===== src/rtl/core/ddps_pkg.sv =====
package ddps_pkg;

    // Clock of the step generators, in hertz
    localparam int unsigned CLOCK_HZ   = 2000000;
    localparam int unsigned RATE_FLOOR = 31;

    // Field widths
    localparam int SAMPLE_W = 12;
    localparam int ERR_W    = SAMPLE_W + 1;
    localparam int DER_W    = ERR_W + 1;
    localparam int GAIN_W   = 16;
    localparam int STEER_W  = 31;
    localparam int BASE_W   = 12;
    localparam int AMT_W    = STEER_W - 4;
    localparam int RATE_W   = AMT_W + 1;
    localparam int PERIOD_W = 16;
    localparam int DUTY_W   = PERIOD_W - 1;

    // Period divider sizing
    localparam int CLK_W     = $clog2(CLOCK_HZ + 1);
    localparam int DIV_CNT_W = $clog2(CLK_W);

    // Stream payload sizes
    localparam int IN_TDATA_W  = 40;
    localparam int OUT_TDATA_W = 64;

    // Configuration port
    localparam int CFG_AW = 3;
    localparam int CFG_DW = 16;

    localparam logic [CFG_AW-1:0] REG_MID_TARGET      = CFG_AW'(0);
    localparam logic [CFG_AW-1:0] REG_LEFT_THRESHOLD  = CFG_AW'(1);
    localparam logic [CFG_AW-1:0] REG_RIGHT_THRESHOLD = CFG_AW'(2);
    localparam logic [CFG_AW-1:0] REG_PROP_GAIN       = CFG_AW'(3);
    localparam logic [CFG_AW-1:0] REG_DERIV_GAIN      = CFG_AW'(4);
    localparam logic [CFG_AW-1:0] REG_BASE_RATE       = CFG_AW'(5);
    localparam logic [CFG_AW-1:0] REG_MIN_RATE        = CFG_AW'(6);
    localparam logic [CFG_AW-1:0] REG_MAX_RATE        = CFG_AW'(7);

    // Register reset values
    localparam logic [SAMPLE_W-1:0] RST_MID_TARGET      = SAMPLE_W'(3102);
    localparam logic [SAMPLE_W-1:0] RST_LEFT_THRESHOLD  = SAMPLE_W'(3412);
    localparam logic [SAMPLE_W-1:0] RST_RIGHT_THRESHOLD = SAMPLE_W'(3102);
    localparam logic [GAIN_W-1:0]   RST_PROP_GAIN       = GAIN_W'(53);
    localparam logic [GAIN_W-1:0]   RST_DERIV_GAIN      = GAIN_W'(0);
    localparam logic [BASE_W-1:0]   RST_BASE_RATE       = BASE_W'(218);
    localparam logic [BASE_W-1:0]   RST_MIN_RATE        = BASE_W'(85);
    localparam logic [BASE_W-1:0]   RST_MAX_RATE        = BASE_W'(351);

    // Sequencer states
    typedef enum logic [2:0] {
        ST_IDLE,
        ST_STEER,
        ST_SCALE,
        ST_CLAMP,
        ST_DIV,
        ST_OUT
    } t_state;

endpackage


===== src/rtl/core/ddps_div.sv =====
// Restoring divider: CLOCK_HZ / divisor, one quotient bit per cycle.
module ddps_div (
    input  logic                          i_clk,
    input  logic                          i_rst_n,
    input  logic                          i_start,
    input  logic [ddps_pkg::BASE_W-1:0]   i_divisor,
    output logic                          o_done,
    output logic [ddps_pkg::PERIOD_W-1:0] o_quot
);
    import ddps_pkg::*;

    logic                 r_busy;
    logic                 r_done;
    logic [DIV_CNT_W-1:0] r_cnt;
    logic [CLK_W-1:0]     r_num;
    logic [BASE_W-1:0]    r_rem;
    logic [BASE_W-1:0]    r_div;
    logic [PERIOD_W-1:0]  r_quot;

    logic [BASE_W:0]      n_trial;
    logic                 n_fit;

    // Bring down the next numerator bit and try the subtract
    always_comb begin
        n_trial = {r_rem, r_num[CLK_W-1]};
        n_fit   = (n_trial >= {1'b0, r_div});
    end

    // Control: busy flag, step count, done pulse
    always_ff @(posedge i_clk) begin
        if (!i_rst_n) begin
            r_busy <= 1'b0;
            r_done <= 1'b0;
            r_cnt  <= '0;
        end else begin
            r_done <= 1'b0;
            if (i_start) begin
                r_busy <= 1'b1;
                r_cnt  <= '0;
            end else if (r_busy) begin
                r_cnt <= r_cnt + 1'b1;
                if (r_cnt == DIV_CNT_W'(CLK_W - 1)) begin
                    r_busy <= 1'b0;
                    r_done <= 1'b1;
                end
            end
        end
    end

    // Datapath: shift numerator out, quotient in
    always_ff @(posedge i_clk) begin
        if (i_start) begin
            r_num  <= CLK_W'(CLOCK_HZ);
            r_rem  <= '0;
            r_div  <= i_divisor;
            r_quot <= '0;
        end else if (r_busy) begin
            r_num  <= {r_num[CLK_W-2:0], 1'b0};
            r_rem  <= n_fit ? BASE_W'(n_trial - {1'b0, r_div}) : n_trial[BASE_W-1:0];
            r_quot <= {r_quot[PERIOD_W-2:0], n_fit};
        end
    end

    assign o_done = r_done;
    assign o_quot = r_quot;

endmodule


===== src/rtl/core/differential_drive_pd_steering.sv =====
// PD steering for a two-wheel line follower. Each input beat carries the left,
// middle and right reflectance codes; each output beat carries the step period
// (clock counts) and high time of both wheels. The error is mid minus the set
// point, the derivative is the change of error since the previous beat, and the
// steer amount scales the base rate. Rates are clamped to [min,max] (registers
// below 31 count as 31). A left sensor below its threshold stops the left wheel
// and runs the right at max rate; the right sensor does the reverse and wins.
// One item is worked at a time; from accept to result it passes a bit-serial
// gain multiply, a bit-serial base-rate multiply, a clamp step and the two
// parallel restoring period dividers. A finished result waits in the output
// register while the next beat is taken. Configuration writes are always
// ready and must be made while the block idles.
module differential_drive_pd_steering (
    input  logic                             i_clk,
    input  logic                             i_rst_n,
    // Configuration write channel
    input  logic                             i_cfg_valid,
    output logic                             o_cfg_ready,
    input  logic [ddps_pkg::CFG_AW-1:0]      i_cfg_addr,
    input  logic [ddps_pkg::CFG_DW-1:0]      i_cfg_data,
    // Sensor stream
    input  logic                             s_axis_tvalid,
    output logic                             s_axis_tready,
    // left_sample[11:0], mid_sample[23:12], right_sample[35:24], zero pad
    input  logic [ddps_pkg::IN_TDATA_W-1:0]  s_axis_tdata,
    // Wheel stream
    output logic                             m_axis_tvalid,
    input  logic                             m_axis_tready,
    // right_period[15:0], right_duty[30:16], left_period[46:31],
    // left_duty[61:47], zero pad
    output logic [ddps_pkg::OUT_TDATA_W-1:0] m_axis_tdata
);
    import ddps_pkg::*;

    // Configuration registers
    logic [SAMPLE_W-1:0] r_mid_target;
    logic [SAMPLE_W-1:0] r_left_thr;
    logic [SAMPLE_W-1:0] r_right_thr;
    logic [GAIN_W-1:0]   r_prop_gain;
    logic [GAIN_W-1:0]   r_deriv_gain;
    logic [BASE_W-1:0]   r_base_rate;
    logic [BASE_W-1:0]   r_min_rate;
    logic [BASE_W-1:0]   r_max_rate;

    // Sequencer
    t_state r_state;
    t_state n_state;
    logic [3:0] r_cnt;
    logic       in_fire;
    logic       div_start;
    logic       out_load;

    // Item datapath
    logic signed [ERR_W-1:0]   r_prev_err;
    logic signed [ERR_W-1:0]   r_err;
    logic signed [DER_W-1:0]   r_der;
    logic                      r_trig_l;
    logic                      r_trig_r;
    logic [GAIN_W-1:0]         r_kp_sh;
    logic [GAIN_W-1:0]         r_kd_sh;
    logic [BASE_W-1:0]         r_base_sh;
    logic signed [STEER_W-1:0] r_steer;
    logic signed [STEER_W-1:0] r_hi;
    logic                      r_stop_l;
    logic                      r_stop_r;

    logic [SAMPLE_W-1:0]       in_left;
    logic [SAMPLE_W-1:0]       in_mid;
    logic [SAMPLE_W-1:0]       in_right;
    logic signed [ERR_W-1:0]   n_err;
    logic signed [STEER_W-1:0] n_steer;
    logic signed [STEER_W:0]   n_hi_sum;
    logic signed [AMT_W-1:0]   amount;
    logic signed [RATE_W-1:0]  rate_r;
    logic signed [RATE_W-1:0]  rate_l;
    logic [BASE_W-1:0]         lo_rate;
    logic [BASE_W-1:0]         hi_rate;
    logic [BASE_W-1:0]         divisor_r;
    logic [BASE_W-1:0]         divisor_l;
    logic                      stop_r;
    logic                      stop_l;

    logic                      done_r;
    logic                      done_l;
    logic [PERIOD_W-1:0]       quot_r;
    logic [PERIOD_W-1:0]       quot_l;

    logic                      r_m_valid;
    logic [OUT_TDATA_W-1:0]    r_m_data;

    // Clamp a signed rate to [lo, hi], low bound checked first
    function automatic logic [BASE_W-1:0] clamp_rate(
        input logic signed [RATE_W-1:0] rate,
        input logic [BASE_W-1:0]        lo,
        input logic [BASE_W-1:0]        hi
    );
        logic [BASE_W-1:0] res;
        if (rate <= $signed({{(RATE_W-BASE_W){1'b0}}, lo}))
            res = lo;
        else if (rate >= $signed({{(RATE_W-BASE_W){1'b0}}, hi}))
            res = hi;
        else
            res = rate[BASE_W-1:0];
        return res;
    endfunction

    assign o_cfg_ready = 1'b1;

    // Configuration writes
    always_ff @(posedge i_clk) begin
        if (!i_rst_n) begin
            r_mid_target <= RST_MID_TARGET;
            r_left_thr   <= RST_LEFT_THRESHOLD;
            r_right_thr  <= RST_RIGHT_THRESHOLD;
            r_prop_gain  <= RST_PROP_GAIN;
            r_deriv_gain <= RST_DERIV_GAIN;
            r_base_rate  <= RST_BASE_RATE;
            r_min_rate   <= RST_MIN_RATE;
            r_max_rate   <= RST_MAX_RATE;
        end else if (i_cfg_valid) begin
            unique case (i_cfg_addr)
                REG_MID_TARGET:      r_mid_target <= i_cfg_data[SAMPLE_W-1:0];
                REG_LEFT_THRESHOLD:  r_left_thr   <= i_cfg_data[SAMPLE_W-1:0];
                REG_RIGHT_THRESHOLD: r_right_thr  <= i_cfg_data[SAMPLE_W-1:0];
                REG_PROP_GAIN:       r_prop_gain  <= i_cfg_data[GAIN_W-1:0];
                REG_DERIV_GAIN:      r_deriv_gain <= i_cfg_data[GAIN_W-1:0];
                REG_BASE_RATE:       r_base_rate  <= i_cfg_data[BASE_W-1:0];
                REG_MIN_RATE:        r_min_rate   <= i_cfg_data[BASE_W-1:0];
                REG_MAX_RATE:        r_max_rate   <= i_cfg_data[BASE_W-1:0];
                default: ;
            endcase
        end
    end

    // Next state
    always_comb begin
        n_state = r_state;
        unique case (r_state)
            ST_IDLE:  if (s_axis_tvalid) n_state = ST_STEER;
            ST_STEER: if (r_cnt == 4'(GAIN_W - 1)) n_state = ST_SCALE;
            ST_SCALE: if (r_cnt == 4'(BASE_W - 1)) n_state = ST_CLAMP;
            ST_CLAMP: n_state = ST_DIV;
            ST_DIV:   if (done_r && done_l) n_state = ST_OUT;
            ST_OUT:   if (!r_m_valid || m_axis_tready) n_state = ST_IDLE;
            default:  n_state = ST_IDLE;
        endcase
    end

    // State outputs
    always_comb begin
        s_axis_tready = 1'b0;
        div_start     = 1'b0;
        out_load      = 1'b0;
        unique case (r_state)
            ST_IDLE:  s_axis_tready = 1'b1;
            ST_CLAMP: div_start     = 1'b1;
            ST_OUT:   out_load      = !r_m_valid || m_axis_tready;
            default: ;
        endcase
    end

    assign in_fire = s_axis_tvalid && s_axis_tready;

    // Sequencer registers
    always_ff @(posedge i_clk) begin
        if (!i_rst_n) begin
            r_state <= ST_IDLE;
            r_cnt   <= '0;
        end else begin
            r_state <= n_state;
            if (n_state != r_state)
                r_cnt <= '0;
            else
                r_cnt <= r_cnt + 1'b1;
        end
    end

    // Unpack the sensor beat
    assign in_left  = s_axis_tdata[SAMPLE_W-1:0];
    assign in_mid   = s_axis_tdata[2*SAMPLE_W-1:SAMPLE_W];
    assign in_right = s_axis_tdata[3*SAMPLE_W-1:2*SAMPLE_W];
    assign n_err    = $signed({1'b0, in_mid}) - $signed({1'b0, r_mid_target});

    // Previous error is state that survives between items
    always_ff @(posedge i_clk) begin
        if (!i_rst_n)
            r_prev_err <= '0;
        else if (in_fire)
            r_prev_err <= n_err;
    end

    // Gain multiply step, MSB first: acc = 2*acc + kp_bit*e - kd_bit*d
    always_comb begin
        n_steer = r_steer <<< 1;
        if (r_kp_sh[GAIN_W-1])
            n_steer = n_steer + STEER_W'(r_err);
        if (r_kd_sh[GAIN_W-1])
            n_steer = n_steer - STEER_W'(r_der);
    end

    // Base-rate multiply step, LSB first; low product bits fall away
    assign n_hi_sum = (STEER_W + 1)'(r_hi)
                    + (r_base_sh[0] ? (STEER_W + 1)'(r_steer) : '0);

    // Amount is the product floored by 2^16: high part over 16
    assign amount = r_hi[STEER_W-1:4];
    assign rate_r = $signed({{(RATE_W-BASE_W){1'b0}}, r_base_rate}) + RATE_W'(amount);
    assign rate_l = $signed({{(RATE_W-BASE_W){1'b0}}, r_base_rate}) - RATE_W'(amount);
    assign lo_rate = (r_min_rate < BASE_W'(RATE_FLOOR)) ? BASE_W'(RATE_FLOOR) : r_min_rate;
    assign hi_rate = (r_max_rate < BASE_W'(RATE_FLOOR)) ? BASE_W'(RATE_FLOOR) : r_max_rate;

    // Pick divisors; a hard turn overrides the steered rates
    always_comb begin
        divisor_r = clamp_rate(rate_r, lo_rate, hi_rate);
        divisor_l = clamp_rate(rate_l, lo_rate, hi_rate);
        stop_r    = 1'b0;
        stop_l    = 1'b0;
        if (r_trig_r) begin
            divisor_r = lo_rate;
            divisor_l = hi_rate;
            stop_r    = 1'b1;
        end else if (r_trig_l) begin
            divisor_r = hi_rate;
            divisor_l = lo_rate;
            stop_l    = 1'b1;
        end
    end

    // Item datapath registers
    always_ff @(posedge i_clk) begin
        if (in_fire) begin
            r_err     <= n_err;
            r_der     <= DER_W'(n_err) - DER_W'(r_prev_err);
            r_trig_l  <= in_left < r_left_thr;
            r_trig_r  <= in_right < r_right_thr;
            r_kp_sh   <= r_prop_gain;
            r_kd_sh   <= r_deriv_gain;
            r_base_sh <= r_base_rate;
            r_steer   <= '0;
            r_hi      <= '0;
        end else begin
            unique case (r_state)
                ST_STEER: begin
                    r_steer <= n_steer;
                    r_kp_sh <= {r_kp_sh[GAIN_W-2:0], 1'b0};
                    r_kd_sh <= {r_kd_sh[GAIN_W-2:0], 1'b0};
                end
                ST_SCALE: begin
                    r_hi      <= n_hi_sum[STEER_W:1];
                    r_base_sh <= {1'b0, r_base_sh[BASE_W-1:1]};
                end
                ST_CLAMP: begin
                    r_stop_r <= stop_r;
                    r_stop_l <= stop_l;
                end
                default: ;
            endcase
        end
    end

    // Period dividers, one per wheel, run side by side
    ddps_div u_div_r (
        .i_clk     (i_clk),
        .i_rst_n   (i_rst_n),
        .i_start   (div_start),
        .i_divisor (divisor_r),
        .o_done    (done_r),
        .o_quot    (quot_r)
    );

    ddps_div u_div_l (
        .i_clk     (i_clk),
        .i_rst_n   (i_rst_n),
        .i_start   (div_start),
        .i_divisor (divisor_l),
        .o_done    (done_l),
        .o_quot    (quot_l)
    );

    // Output register: hold the beat until it is taken
    always_ff @(posedge i_clk) begin
        if (!i_rst_n) begin
            r_m_valid <= 1'b0;
        end else if (out_load) begin
            r_m_valid <= 1'b1;
        end else if (m_axis_tready) begin
            r_m_valid <= 1'b0;
        end
    end

    always_ff @(posedge i_clk) begin
        if (out_load) begin
            r_m_data <= {
                2'b00,
                r_stop_l ? DUTY_W'(0) : quot_l[PERIOD_W-1:1],
                quot_l,
                r_stop_r ? DUTY_W'(0) : quot_r[PERIOD_W-1:1],
                quot_r
            };
        end
    end

    assign m_axis_tvalid = r_m_valid;
    assign m_axis_tdata  = r_m_data;

endmodule


===== config.mk =====
export PLATFORM = sky130hd
export DESIGN_NAME = differential_drive_pd_steering
export DESIGN_NICKNAME = d
export VERILOG_FILES = /design/src/rtl/core/ddps_pkg.sv /design/src/rtl/core/ddps_div.sv /design/src/rtl/core/differential_drive_pd_steering.sv
export SDC_FILE = /design/constraint.sdc
export NUM_CORES = 1
export LEC_CHECK = 0
export ABC_AREA = 1
export BUFFER_PORTS_ARGS = -buffer_cell sky130_fd_sc_hd__buf_2
export CAP_MARGIN = 20
export CORE_AREA = 2 2 210 212
export DETAILED_ROUTE_END_ITERATION = 10
export DIE_AREA = 0 0 212 214
export GPL_TIMING_DRIVEN = 1
export PLACE_DENSITY = 0.83
export SYNTH_ARGS = -nofsm -noshare
export SYNTH_HDL_FRONTEND = slang
export SYNTH_SLANG_ARGS = --single-unit
export TNS_END_PERCENT = 20

===== constraint.sdc =====
create_clock -name i_clk -period 7.2 [get_ports i_clk]
set_clock_uncertainty 0.1 [all_clocks]
set_input_delay 0.72 -clock i_clk [delete_from_list [all_inputs] [get_ports i_clk]]
set_output_delay 0.72 -clock i_clk [all_outputs]
set_load 0.005 [all_outputs]

* Yosys cells after proc, flatten, opt, wreduce, memory -nomap -nowiden *
Index checks and enable logic that the tools add are counted.

word-level totals
  register bits = 446
  output and inout bits = 67

operators by class
  add/subtract/negate cells = 12
  $lt $le $gt $ge = 10
  equality and inequality tests = 17
  muxes and demuxes = 42
  bitwise gates (word level) = 4
  reduce and logical (&&, ||, !) cells = 22

operator list
  kind                                                 count
  2-to-1 mux 12 bit                                    14
  2-to-1 mux 16 bit                                    4
  2-to-1 mux 31 bit                                    2
  greater-or-equal comparator 28 x 13 -> 1 bit         2
  <= comparator 28 x 13 -> 1 bit                       2
  adder 32 bit                                         1
  2-to-1 mux 32 bit                                    1
  adder 31 x 13 -> 31 bit                              1
  subtractor 31 x 14 -> 31 bit                         1
  adder 13 x 27 -> 28 bit                              1
  subtractor 13 x 27 -> 28 bit                         1
  greater-or-equal comparator 13 x 12 -> 1 bit         2
  < comparator 12 bit                                  2
  < comparator 12 x 5 -> 1 bit, second input constant  2
  subtractor 12 bit                                    2
  equality test 3 bit, second input constant           6
  one-hot mux 3 bit (6 select lines)                   1
  AND reduction 2 bit                                  9
  2-to-1 mux 1 bit                                     15
  2-to-1 mux 3 bit                                     5
  subtractor 13 x 13 -> 14 bit                         1
  subtractor 12 x 12 -> 13 bit                         1
  equality test 3 x 2 -> 1 bit, second input constant  4
  adder 5 x 1 -> 5 bit, second input constant          2
  13 further kinds                                     25

* Logic depth before layout (Yosys ltp) *
Gate-level depths: netlist (run 1).

  word-level depth = 7
  mapped depth = 28
  gate-level depth less buffers = 28

* By module *
Synthesis (run 1) repeated with hierarchy kept, for this count alone.

unflattened totals
  cells, all modules = 4,193
  area total of the unflattened synthesis = 29,598.4 um2

modules (own cells, without submodules)
  module                          times used  cells an instance  area each (um2)  seq. area each (um2)
  differential_drive_pd_steering  1           3,365              23,394.9         7,857.5
  ddps_div                        2           414                3,101.7          1,341.3

* Least setup slack after synthesis (run 1) *
Ideal clock, no wire load.

  path type = reg-to-reg
  start = reg r_err[1]
  end = reg r_steer[28]
  arrival = 3.820 ns
  data required time = 6.986 ns
  path slack = 3.166 ns
  cell stages (with the launch flop) = 25
  buffers on the path = 0
  period minus slack after synthesis = 4.034 ns
  path through = edfxtp_1 ha_1 fa_1 nand2_1 o21ai_0 a21oi_1 o21ai_0 nand2_1 nand2_1 or2_2 nand3_1 o21ai_0 ha_1 nand2_1 nor2_1 nand4_1 o21ai_0 a21oi_1 o21ai_0 a21o_1 nand2_1 nand3_1 nand3_1 nand3_1 nand2_1

on the way
  word-level cells in the longest chain between the ends = 4

RTL lines
  item                          RTL line                               RTL
  start, declared               differential_drive_pd_steering.sv:55   logic signed [ERR_W-1:0] r_err;
  start signal, assigned        differential_drive_pd_steering.sv:232  r_err <= n_err;
  adder 31 x 13 -> 31 bit *     differential_drive_pd_steering.sv:196  n_steer = n_steer + STEER_W'(r_err);
  2-to-1 mux 31 bit *           differential_drive_pd_steering.sv:195  if (r_kp_sh[GAIN_W-1])
  subtractor 31 x 14 -> 31 bit  differential_drive_pd_steering.sv:198  n_steer = n_steer - STEER_W'(r_der);
  2-to-1 mux 31 bit *           differential_drive_pd_steering.sv:197  if (r_kd_sh[GAIN_W-1])
  end signal, assigned          differential_drive_pd_steering.sv:244  r_steer <= n_steer;
  end, declared                 differential_drive_pd_steering.sv:62   logic signed [STEER_W-1:0] r_steer;

Every way passes the cells marked *; elsewhere a longest branch is shown, timed or not.
A chain may end at the register's enable or synchronous reset.

* Worst setup path in the final report (run 1) *
Ends and elaborated chain as after synthesis.

==> results.sh, run 1 <==
export IMPL_drtAntennaViolNets=0
export IMPL_nets=4425
export IMPL_stdcell_count=4742
export IMPL_cp_max_fo=4
export IMPL_die_x_um=212
export IMPL_fin_crit_sh=0.718
export IMPL_yosysUniqueCellTypes=53
export IMPL_period_needed_ns=5.17
export IMPL_cellLeakagePower_uw=0.0156
export IMPL_drive_gt1_frac=0.0664
export IMPL_cpMostUsedCell="nand2_1"
export IMPL_cp_top_family="compound AO/OA/AOI/OAI gates"
export IMPL_htreeDepth=2
export IMPL_yosys_area_top_type="dfxtp_1"
export IMPL_end_kind="register"
export IMPL_clk_pin_slew_ns=0.06
export IMPL_numCtsBuffers=46
export IMPL_worstMarginPinSlew_ns=1.04
export IMPL_post_cts_resized=0
export IMPL_setup_violations=0
export IMPL_syn2layout_area_growth_pct=8.30
export IMPL_start_util=0.677
export IMPL_slew_viol_final=0
export IMPL_final_area_sq_mm=0.0315
export IMPL_synth_top_cell_area_share=0.196
export IMPL_viasPerCell=5.58
export IMPL_die_height_um=214
export IMPL_grt_max_degree=85
export IMPL_insertion_delay_ns=0.58
export IMPL_setup_tns_ns=0
export IMPL_post_cts_buffers=0
export IMPL_antenna_found_initial=0
export IMPL_ios=131
export IMPL_grt_pass1_wl_um=120000
export IMPL_hpwl_um=53400
export IMPL_grt_pass1_vias=24400
export IMPL_yosysMostFrequentCell="nand2_1"
export IMPL_hold_viol_final=0
export IMPL_gr_total_overflow=0
export IMPL_crit_slowest_cell="o21ai_0"
export IMPL_yosysSeqAreaShare=0.363
export IMPL_critPathKind="register to register"
export IMPL_synth_cells=4068
export IMPL_relSlewSlack=0.309
export IMPL_fmaxAchievable_mhz=193
export IMPL_synth_common_cells="1015 x nand2_1, 574 x inv_1, 356 x nor2_1, 311 x a21oi_1, 285 x dfxtp_1"
export IMPL_crit_arrival_ns=5.53
export IMPL_critical_path_required_ns=7.56
export IMPL_ys_ff_latch=446
export IMPL_cts_root_buffer="clkbuf_16"
export IMPL_finalWorstSetupSlack_ns=2.03
export IMPL_rsz0062_at_grt="false"
export IMPL_path_cells="ha_1, fa_1, nand2_1, o21ai_0, a21oi_1, o21ai_0, nand2_1, nand2_1, or2_2, nand3_1, o21ai_0, ha_1, nand2_1, nor2_1, nand4_1, o21ai_0, a21oi_1, o21ai_0, a21o_1, nand2_1, nand3_1, nand3_1, nand3_1, nand2_1"
export IMPL_wl_per_cell_um=15.5
export IMPL_io_buffer_count=123
export IMPL_powerDensity_mw_per_mm2=267
export IMPL_drt_iter0_drc=2488
export IMPL_path_buf_inv=0
export IMPL_dr_pass1_iters=5
export IMPL_grt_usage=0.321
export IMPL_vias=26500
export IMPL_cts_tree="yes"
export IMPL_min_path_type="input port to register"
export IMPL_cts_path_max_buffers=3
export IMPL_gp_congestion=0.999
export IMPL_die_area_sq_mm=0.0454
export IMPL_place_area_sq_mm=0.0300
export IMPL_async_flop_share=0
export IMPL_rows=76
export IMPL_cpPeakStageDelay_ns=0.56
export IMPL_synth_edf_count=161
export IMPL_ir_worst_vdd_mv=0.283
export IMPL_post_place_ws_ns=2.24
export IMPL_postSynthAreaPerCell_sq_um=7.14
export IMPL_ys_flop_type="dfxtp_1"
export IMPL_synth_warning_count=0
export IMPL_startpoint_type="register"
export IMPL_synth_area_leaders="dfxtp_1 20%, edfxtp_1 17%, nand2_1 13%"
export IMPL_cts_hold_buffers=0
export IMPL_netlist_area_sq_mm=0.0291
export IMPL_dp_cells=4655
export IMPL_outcome="complete, no violations"
export IMPL_core_area_sq_mm=0.0429
export IMPL_wirelength_um=73500
export IMPL_maxCapViolations=0
export IMPL_drc=0
export IMPL_clkSinkCount=446
-- state kept, by name, summed over array words and instances, names as in the netlist, 16 cells and up --
register	flops
m_axis_tdata	62
r_deriv_gain	16
r_hi	31
r_kd_sh	16
r_kp_sh	16
r_prop_gain	16
r_steer	31
u_div_l.o_quot	16
u_div_r.o_quot	16
-- worst reg2reg max path: cells and delay by family, from the launching register on --
| kind | cells | cell delay (ns) |
|---|---|---|
| DFF | 1 | 0.37 |
| AOI/OAI and AO/OA | 8 | 2.13 |
| adders and majority gates | 3 | 1.02 |
| and+or+nand+nor | 13 | 1.41 |
-- through the flow --
step,util,hold slack [ns],power [uW]
final,0.734,0.316,8410
after global routing,0.734,0.316,8960
after CTS,0.734,0.293,8380
after detailed placement,0.699,0.315,6010
after global placement,0.699,0.316,5950
after floorplan,-,0.308,5360
-- cells in the final DEF (no fill, tap or decap), types with 25 or more instances in the layout --
cell type,synthesis,routed
dfxtp_1,285,283
xnor2_1,25,25
ha_1,234,234
clkbuf_16,0,49
a31oi_1,27,27
a21oi_1,311,311
nor3_1,55,53
nand2_1,1015,1014
nand4_1,39,39
nand3_1,231,231
xor2_1,68,68
edfxtp_1,161,161
nor2_1,356,355
o211ai_1,82,82
inv_1,574,573
o21ai_0,266,266
buf_2,13,123
-- cell families after synthesis --
| group | share of synthesized area |
|---|---|
| AND/OR/NAND/NOR | 0.255 |
| AO/OA/AOI/OAI | 0.150 |
| buffers and inverters | 0.0970 |
| flip-flops | 0.363 |
| adder cells (fa/ha/maj) | 0.107 |
| XOR/XNOR | 0.0280 |
| other | 0.000259 |
-- report_power, final --
part           internal [uW]  leakage (uW)  switching [uW]
registers               2890       0.00386             181
clock network           1390      0.000720             982
logic                   1080        0.0110            1900
total                   5350        0.0156            3060
-- layer usage --
layer	wire (um)	GRT usage	vias to the layer above
met1	33000	0.432	12000
met3	4550	0.0384	152
met4	2190	0.111	0
met2	33800	0.535	851
li1	-	-	13500
met5	0	0	-
-- final cells by class --
class / instances / area, sq um
Clock buffer: 69 / 1330
Fill cell: 3509 / 11400
Timing Repair Buffer: 143 / 766
Multi-Input combinational cell: 2894 / 15700
Sequential cell: 446 / 10500
Clock inverter: 17 / 165
Inverter: 587 / 2200
Tap cell: 585 / 732
Antenna cell: 1 / 2.50
-- path summary, 6_finish.rpt --
check	endpoint	depth (start not counted)	start	slack (ns)
max	r_steer[28]	24	r_err[1]	2.03
min	r_prop_gain[12]	3	i_cfg_data[12]	0.32
max reg2reg	r_steer[28]	24	r_err[1]	2.03
min reg2reg	m_axis_tdata[15]	0	u_div_r.o_quot[15]	0.33
(Power assumes the default switching activity.)
==> inputs of run 2 (changes only) <==
ABC_AREA = 0   (was 1)
CORE_AREA = 2 2 222 224   (was 2 2 210 212)
DIE_AREA = 0 0 224 226   (was 0 0 212 214)
PLACE_DENSITY = 0.74   (was 0.83)
clock period = 4.3 ns   (was 7.2 ns; I/O delays follow)
==> run 2 against run 1 <==
  * The flow now finishes with violations (negative setup slack)
  * Utilization decreased by 6.0 points
  * Register-to-register slack got worse by 2.7 ns
  * Power increased by 87%
  * Clock power increased by 81%
  * Cell count decreased by 14%
  * Largest cell class unchanged
==> results.sh, run 2 <==
export IMPL_cts_root_buffer="clkbuf_16"
export IMPL_netlist_area_sq_mm=0.0271
export IMPL_cpPeakStageDelay_ns=0.39
export IMPL_relSlewSlack=0.353
export IMPL_path_buf_inv=2
export IMPL_setup_violations=37
export IMPL_yosysMostFrequentCell="nand2_1"
export IMPL_cts_tree="yes"
export IMPL_hpwl_um=51900
export IMPL_worstMarginPinSlew_ns=0.967
export IMPL_rsz0062_at_grt="true"
export IMPL_period_needed_ns=4.97
export IMPL_startpoint_type="register"
export IMPL_setup_tns_ns=-8.85
export IMPL_path_cells="ha_2, fa_2, a21o_1, a21o_1, a2111oi_4, o211ai_1, a21oi_2, buf_4, buf_4, xnor2_1, mux2_4, ha_4, and3_4, a221o_1, a21o_1, a221o_1, a31oi_4, o21ai_4, a221oi_4, xnor2_1, o211ai_1"
export IMPL_outcome="complete, but fails checks"
export IMPL_yosys_area_top_type="dfxtp_1"
export IMPL_viasPerCell=5.77
export IMPL_yosysUniqueCellTypes=76
export IMPL_cpMostUsedCell="a21o_1"
export IMPL_synth_top_family_by_area="simple AND/OR/NAND/NOR gates"
export IMPL_final_area_sq_mm=0.0326
export IMPL_filler_cell_count=3820
export IMPL_synth_cells=3107
export IMPL_htreeDepth=2
export IMPL_postSynthAreaPerCell_sq_um=8.73
export IMPL_synth_warning_count=0
export IMPL_crit_arrival_ns=5.32
export IMPL_yosysSeqAreaShare=0.389
export IMPL_synth_fa_ha_area_frac=0.115
export IMPL_cp_top_family="compound AO/OA/AOI/OAI gates"
export IMPL_fmaxAchievable_mhz=201
export IMPL_layout_commonest_cell="nand2_1"
export IMPL_insertion_delay_ns=0.58
export IMPL_slew_viol_final=0
export IMPL_ys_ff_latch=446
export IMPL_syn2layout_area_growth_pct=20.2
export IMPL_critPathKind="register to register"
export IMPL_cts_path_max_buffers=3
export IMPL_ir_worst_vdd_mv=0.368
export IMPL_clkSinkCount=446
export IMPL_wl_per_cell_um=17.5
export IMPL_vias=23700
export IMPL_synth_area_leaders="dfxtp_1 21%, edfxtp_1 18%, ha_1 11%"
export IMPL_grt_pass1_wl_um=116000
export IMPL_synth_common_cells="477 x nand2_1, 285 x dfxtp_1, 234 x ha_1, 216 x nor2_1, 196 x inv_1"
export IMPL_wirelength_um=71800
export IMPL_nets=3745
export IMPL_grt_max_degree=90
export IMPL_synth_simple_gate_area_frac=0.189
export IMPL_numCtsBuffers=47
export IMPL_fin_crit_sh=1.16
export IMPL_utilization=0.674
export IMPL_grt_pass1_vias=23500
export IMPL_place_area_sq_mm=0.0301
export IMPL_gr_total_overflow=0
export IMPL_io_buffer_count=123
export IMPL_diodes=0
export IMPL_failed_checks="negative setup slack"
export IMPL_drc=0
export IMPL_dr_pass1_iters=5
export IMPL_drive_gt1_frac=0.189
export IMPL_core_area_sq_mm=0.0483
export IMPL_ys_flop_type="dfxtp_1"
export IMPL_r2r_slack_ns=-0.67
export IMPL_crit_slowest_cell="a221o_1"
export IMPL_powerDensity_mw_per_mm2=482
export IMPL_largest_reg_flops=62
export IMPL_fin_hold_ws_ns=0.0223
export IMPL_finalWorstSetupSlack_ns=-0.672
export IMPL_critical_path_required_ns=4.65
export IMPL_cp_max_fo=3
export IMPL_synth_edf_count=161
export IMPL_async_flop_share=0
export IMPL_maxCapViolations=0
export IMPL_synth_compound_area_share=0.175
export IMPL_die_x_um=224
export IMPL_min_path_type="input port to register"
export IMPL_die_area_sq_mm=0.0506
export IMPL_drtAntennaViolNets=0
export IMPL_synth_top_cell_area_share=0.210
export IMPL_ios=131
export IMPL_synthMuxAreaShare=0.0426
export IMPL_hold_viol_final=0
export IMPL_drt_iter0_drc=1449
export IMPL_end_kind="register"
export IMPL_grt_usage=0.280
export IMPL_gp_congestion=0.935
export IMPL_synthXorXnorAreaFrac=0.0410
export IMPL_mostFrequentLayoutCells="476 x nand2_1, 288 x buf_4, 281 x dfxtp_1"
export IMPL_die_height_um=226
export IMPL_clk_pin_slew_ns=0.06
export IMPL_rows=81
export IMPL_start_util=0.561
export IMPL_cellLeakagePower_uw=0.0145
export IMPL_antenna_found_initial=0
## run 2: changes by cell type in the layout (fill, tap and decap cells not counted), sizes merged, moves of 93 or more
cell	delta
nor2	-147
nand2	-547
inv	-381
nand3	-140
buf	+274
a21oi	-152
o21ai	-115
a21boi	+93
## run 2: through the flow
step                      std cells  total power (uW)  setup slack [ns]
final                          4098             15700            -0.672
after global routing           4098             16600            -0.864
after CTS                      4083             15300            -0.649
after detailed placement       3985             10700            -0.781
after global placement         3984             10500            -0.660
after floorplan                3108              8780            -0.463
## run 2: kinds of logic after synthesis
logic type,after synthesis
other,2
AOI/OAI and AO/OA,720
adders and majority gates,243
xor gates and xnor gates,127
DFF,446
muxes,112
buffers and inverters,338
and+or+nand+nor,1119
## run 2: path summary, 6_finish.rpt
check | from | to | depth (start not counted)
worst max-delay path | r_err[1] | r_steer[27] | 21
worst min-delay path | i_cfg_data[15] | r_deriv_gain[15] | 3
worst max register to register | r_err[1] | r_steer[27] | 21
worst min register to register | u_div_l.r_num[7] | u_div_l.r_num[7] | 1
## run 2: layout make-up
class	instances	area [sq um]	area share
Inverter	199	747	0.0229
Tap cell	622	778	0.0239
Timing Repair Buffer	420	2900	0.0890
Sequential cell	446	10500	0.324
Multi-Input combinational cell	2324	16000	0.490
Clock inverter	28	327	0.0100
Clock buffer	59	1310	0.0401
## run 2: report_power, final
part / internal (uW) / switching [uW]
Combinational: 3190 / 3320
Clock: 2530 / 1740
Sequential: 4700 / 214
Total: 10400 / 5280
## run 2: timing repair
action / CTS / global route
resized for setup: 69 / 70
setup endpoints to repair: 40 / 49
pin swaps: 24 / 35
setup buffers: 7 / 11
hold buffers: 3 / 0
endpoints found under the hold margin: 4 / 0
cloned: 1 / 0
## run 2: per-layer routing
layer	up-vias	share of wire	GRT usage
met4	0	0.032	0.106
met1	11300	0.42	0.339
met2	663	0.49	0.503
met5	-	0	0
met3	159	0.053	0.0397
li1	11600	-	-
## run 2: tightest hold or removal path, delay by kind of cell
family | cells | cell delay (ns)
AOI/OAI and AO/OA | 1 | 0.06
buffers and inverters | 1 | 0.11
and+or+nand+nor | 1 | 0.05
==> inputs of run 3 (changes only) <==
SKIP_CTS_REPAIR_TIMING = 1   (was not set)
==> run 3 against run 2 <==
  * The flow still finishes with violations (negative setup slack)
  * Clock power about the same
  * Hold slack worse by 0.0030 ns
  * Global-route usage fell by 0.32 points
  * Via count is 0.47% lower
  * Utilization down 0.35 points
  * Setup slack lost 0.0087 ns
  * Register-to-register slack is essentially flat
  * Non-clock buffer count shrank 12
  * Critical path depth unchanged
  * Cell count shrank 0.29%
  * Sequential share of layout area rose by 0.18 points
  * Combinational power shrank 4.1%
  * Critical path type unchanged
  * Largest cell class unchanged
  * Largest power group unchanged
  * Highest routed layer unchanged
==> results.sh, run 3 (synthesis gave the netlist of run 2 again) <==
export IMPL_mostFrequentLayoutCells="476 x nand2_1, 279 x dfxtp_1, 275 x buf_4"
export IMPL_cellLeakagePower_uw=0.0145
export IMPL_drc=0
export IMPL_start_util=0.561
export IMPL_io_buffer_count=123
export IMPL_fin_crit_sh=1.16
export IMPL_grt_max_degree=90
export IMPL_gp_congestion=0.935
export IMPL_wirelength_um=71500
export IMPL_finalWorstSetupSlack_ns=-0.680
export IMPL_clkSinkCount=446
export IMPL_die_area_sq_mm=0.0506
export IMPL_fmaxAchievable_mhz=201
export IMPL_largest_reg_flops=62
export IMPL_drtAntennaViolNets=0
export IMPL_critical_path_required_ns=4.65
export IMPL_cts_tree="yes"
export IMPL_r2r_slack_ns=-0.68
export IMPL_outcome="complete, but fails checks"
export IMPL_core_area_sq_mm=0.0483
export IMPL_power_uw=15400
export IMPL_dp_cells=3985
export IMPL_hpwl_um=51900
export IMPL_r2r_start="r_err[1]"
export IMPL_antenna_found_initial=0
export IMPL_r2r_end="r_steer[27]"
export IMPL_hold_viol_final=0
export IMPL_ir_worst_vdd_mv=0.367
export IMPL_viasPerCell=5.76
export IMPL_grt_pass1_wl_um=115000
export IMPL_setup_violations=40
export IMPL_cp_max_fo=3
export IMPL_period_needed_ns=4.98
export IMPL_vias=23600
export IMPL_stdcell_count=4086
export IMPL_layout_commonest_cell="nand2_1"
export IMPL_min_to="r_prop_gain[13]"
export IMPL_drive_gt1_frac=0.185
export IMPL_drt_iter0_drc=1453
export IMPL_syn2layout_area_growth_pct=19.5
export IMPL_grt_pass1_vias=23300
export IMPL_diodes=0
export IMPL_crit_arrival_ns=5.33
export IMPL_rows=81
export IMPL_ios=131
export IMPL_die_height_um=226
export IMPL_gr_total_overflow=0
export IMPL_numCtsBuffers=47
export IMPL_min_delay_start="i_cfg_data[13]"
export IMPL_die_x_um=224
export IMPL_cts_path_max_buffers=3
export IMPL_startpoint_type="register"
export IMPL_cts_root_buffer="clkbuf_16"
export IMPL_worst_r2r_path_depth=21
export IMPL_wl_per_cell_um=17.5
export IMPL_post_place_ws_ns=-0.781
export IMPL_min_path_type="input port to register"
export IMPL_grt_usage=0.277
export IMPL_min_path_cells=3
export IMPL_rsz0062_at_grt="true"
export IMPL_powerDensity_mw_per_mm2=476
export IMPL_worstMarginPinSlew_ns=1.10
export IMPL_failed_checks="negative setup slack"
export IMPL_insertion_delay_ns=0.58
export IMPL_dr_pass1_iters=8
export IMPL_clk_pin_slew_ns=0.06
export IMPL_htreeDepth=2
export IMPL_nets=3733
export IMPL_slew_viol_final=0
export IMPL_setup_tns_ns=-9.88
export IMPL_maxCapViolations=0
export IMPL_end_kind="register"
export IMPL_critPathKind="register to register"
export IMPL_relSlewSlack=0.267
[run 3: how the worst max path moves through the flow]
stage                  start          end  slack, ns  cells past startpoint
global placement    r_err[1]  r_steer[27]      -0.66                     21
floorplan           r_err[1]  r_steer[27]      -0.46                     21
global route        r_err[1]  r_steer[27]      -0.94                     21
CTS                 r_err[1]  r_steer[27]      -0.79                     21
detailed placement  r_err[1]  r_steer[27]      -0.78                     21
finish              r_err[1]  r_steer[27]      -0.68                     21
[run 3: layout make-up]
| type | instances | area, sq um |
|---|---|---|
| Fill cell | 3839 | 15900 |
| Timing Repair Buffer | 408 | 2800 |
| Sequential cell | 446 | 10500 |
| Clock inverter | 28 | 327 |
| Multi-Input combinational cell | 2324 | 15900 |
| Clock buffer | 59 | 1310 |
| Inverter | 199 | 747 |
| Tap cell | 622 | 778 |
[run 3: through the flow]
stage,hold WS [ns],util,cell area [sq um]
final,0.0193,0.670,32400
after global routing,0.0188,0.670,32400
after CTS,-0.0105,0.656,31700
after detailed placement,0.342,0.623,30100
after global placement,0.332,0.622,30100
after floorplan,0.318,-,27200
[run 3: layer usage]
metal	up-vias	part of all wire	global-route usage	wire, um
li1	11500	-	-	-
met1	11200	0.42	0.340	30300
met2	636	0.49	0.495	35000
met3	170	0.052	0.0363	3730
met4	0	0.034	0.103	2410
met5	-	0	0	0
[run 3: power by group]
group / total (uW) / internal, uW / switching [uW]
combinational: 6240 / 3030 / 3210
sequential: 4910 / 4700 / 213
clock: 4270 / 2530 / 1740
total: 15400 / 10300 / 5160
[run 3: worst max-delay path, cell delays in order, from the launching register on]
cell	delay, ns
edfxtp_1	0.37
ha_2	0.20
fa_2	0.35
a21o_1	0.17
a21o_1	0.19
a2111oi_4	0.32
o211ai_1	0.21
a21oi_2	0.19
buf_4	0.13
buf_6	0.08
xnor2_1	0.05
mux2_4	0.28
ha_4	0.23
and3_4	0.18
a221o_1	0.34
a21o_1	0.19
a221o_1	0.39
a31oi_4	0.24
o21ai_4	0.10
a221oi_4	0.31
xnor2_1	0.15
o211ai_1	0.09
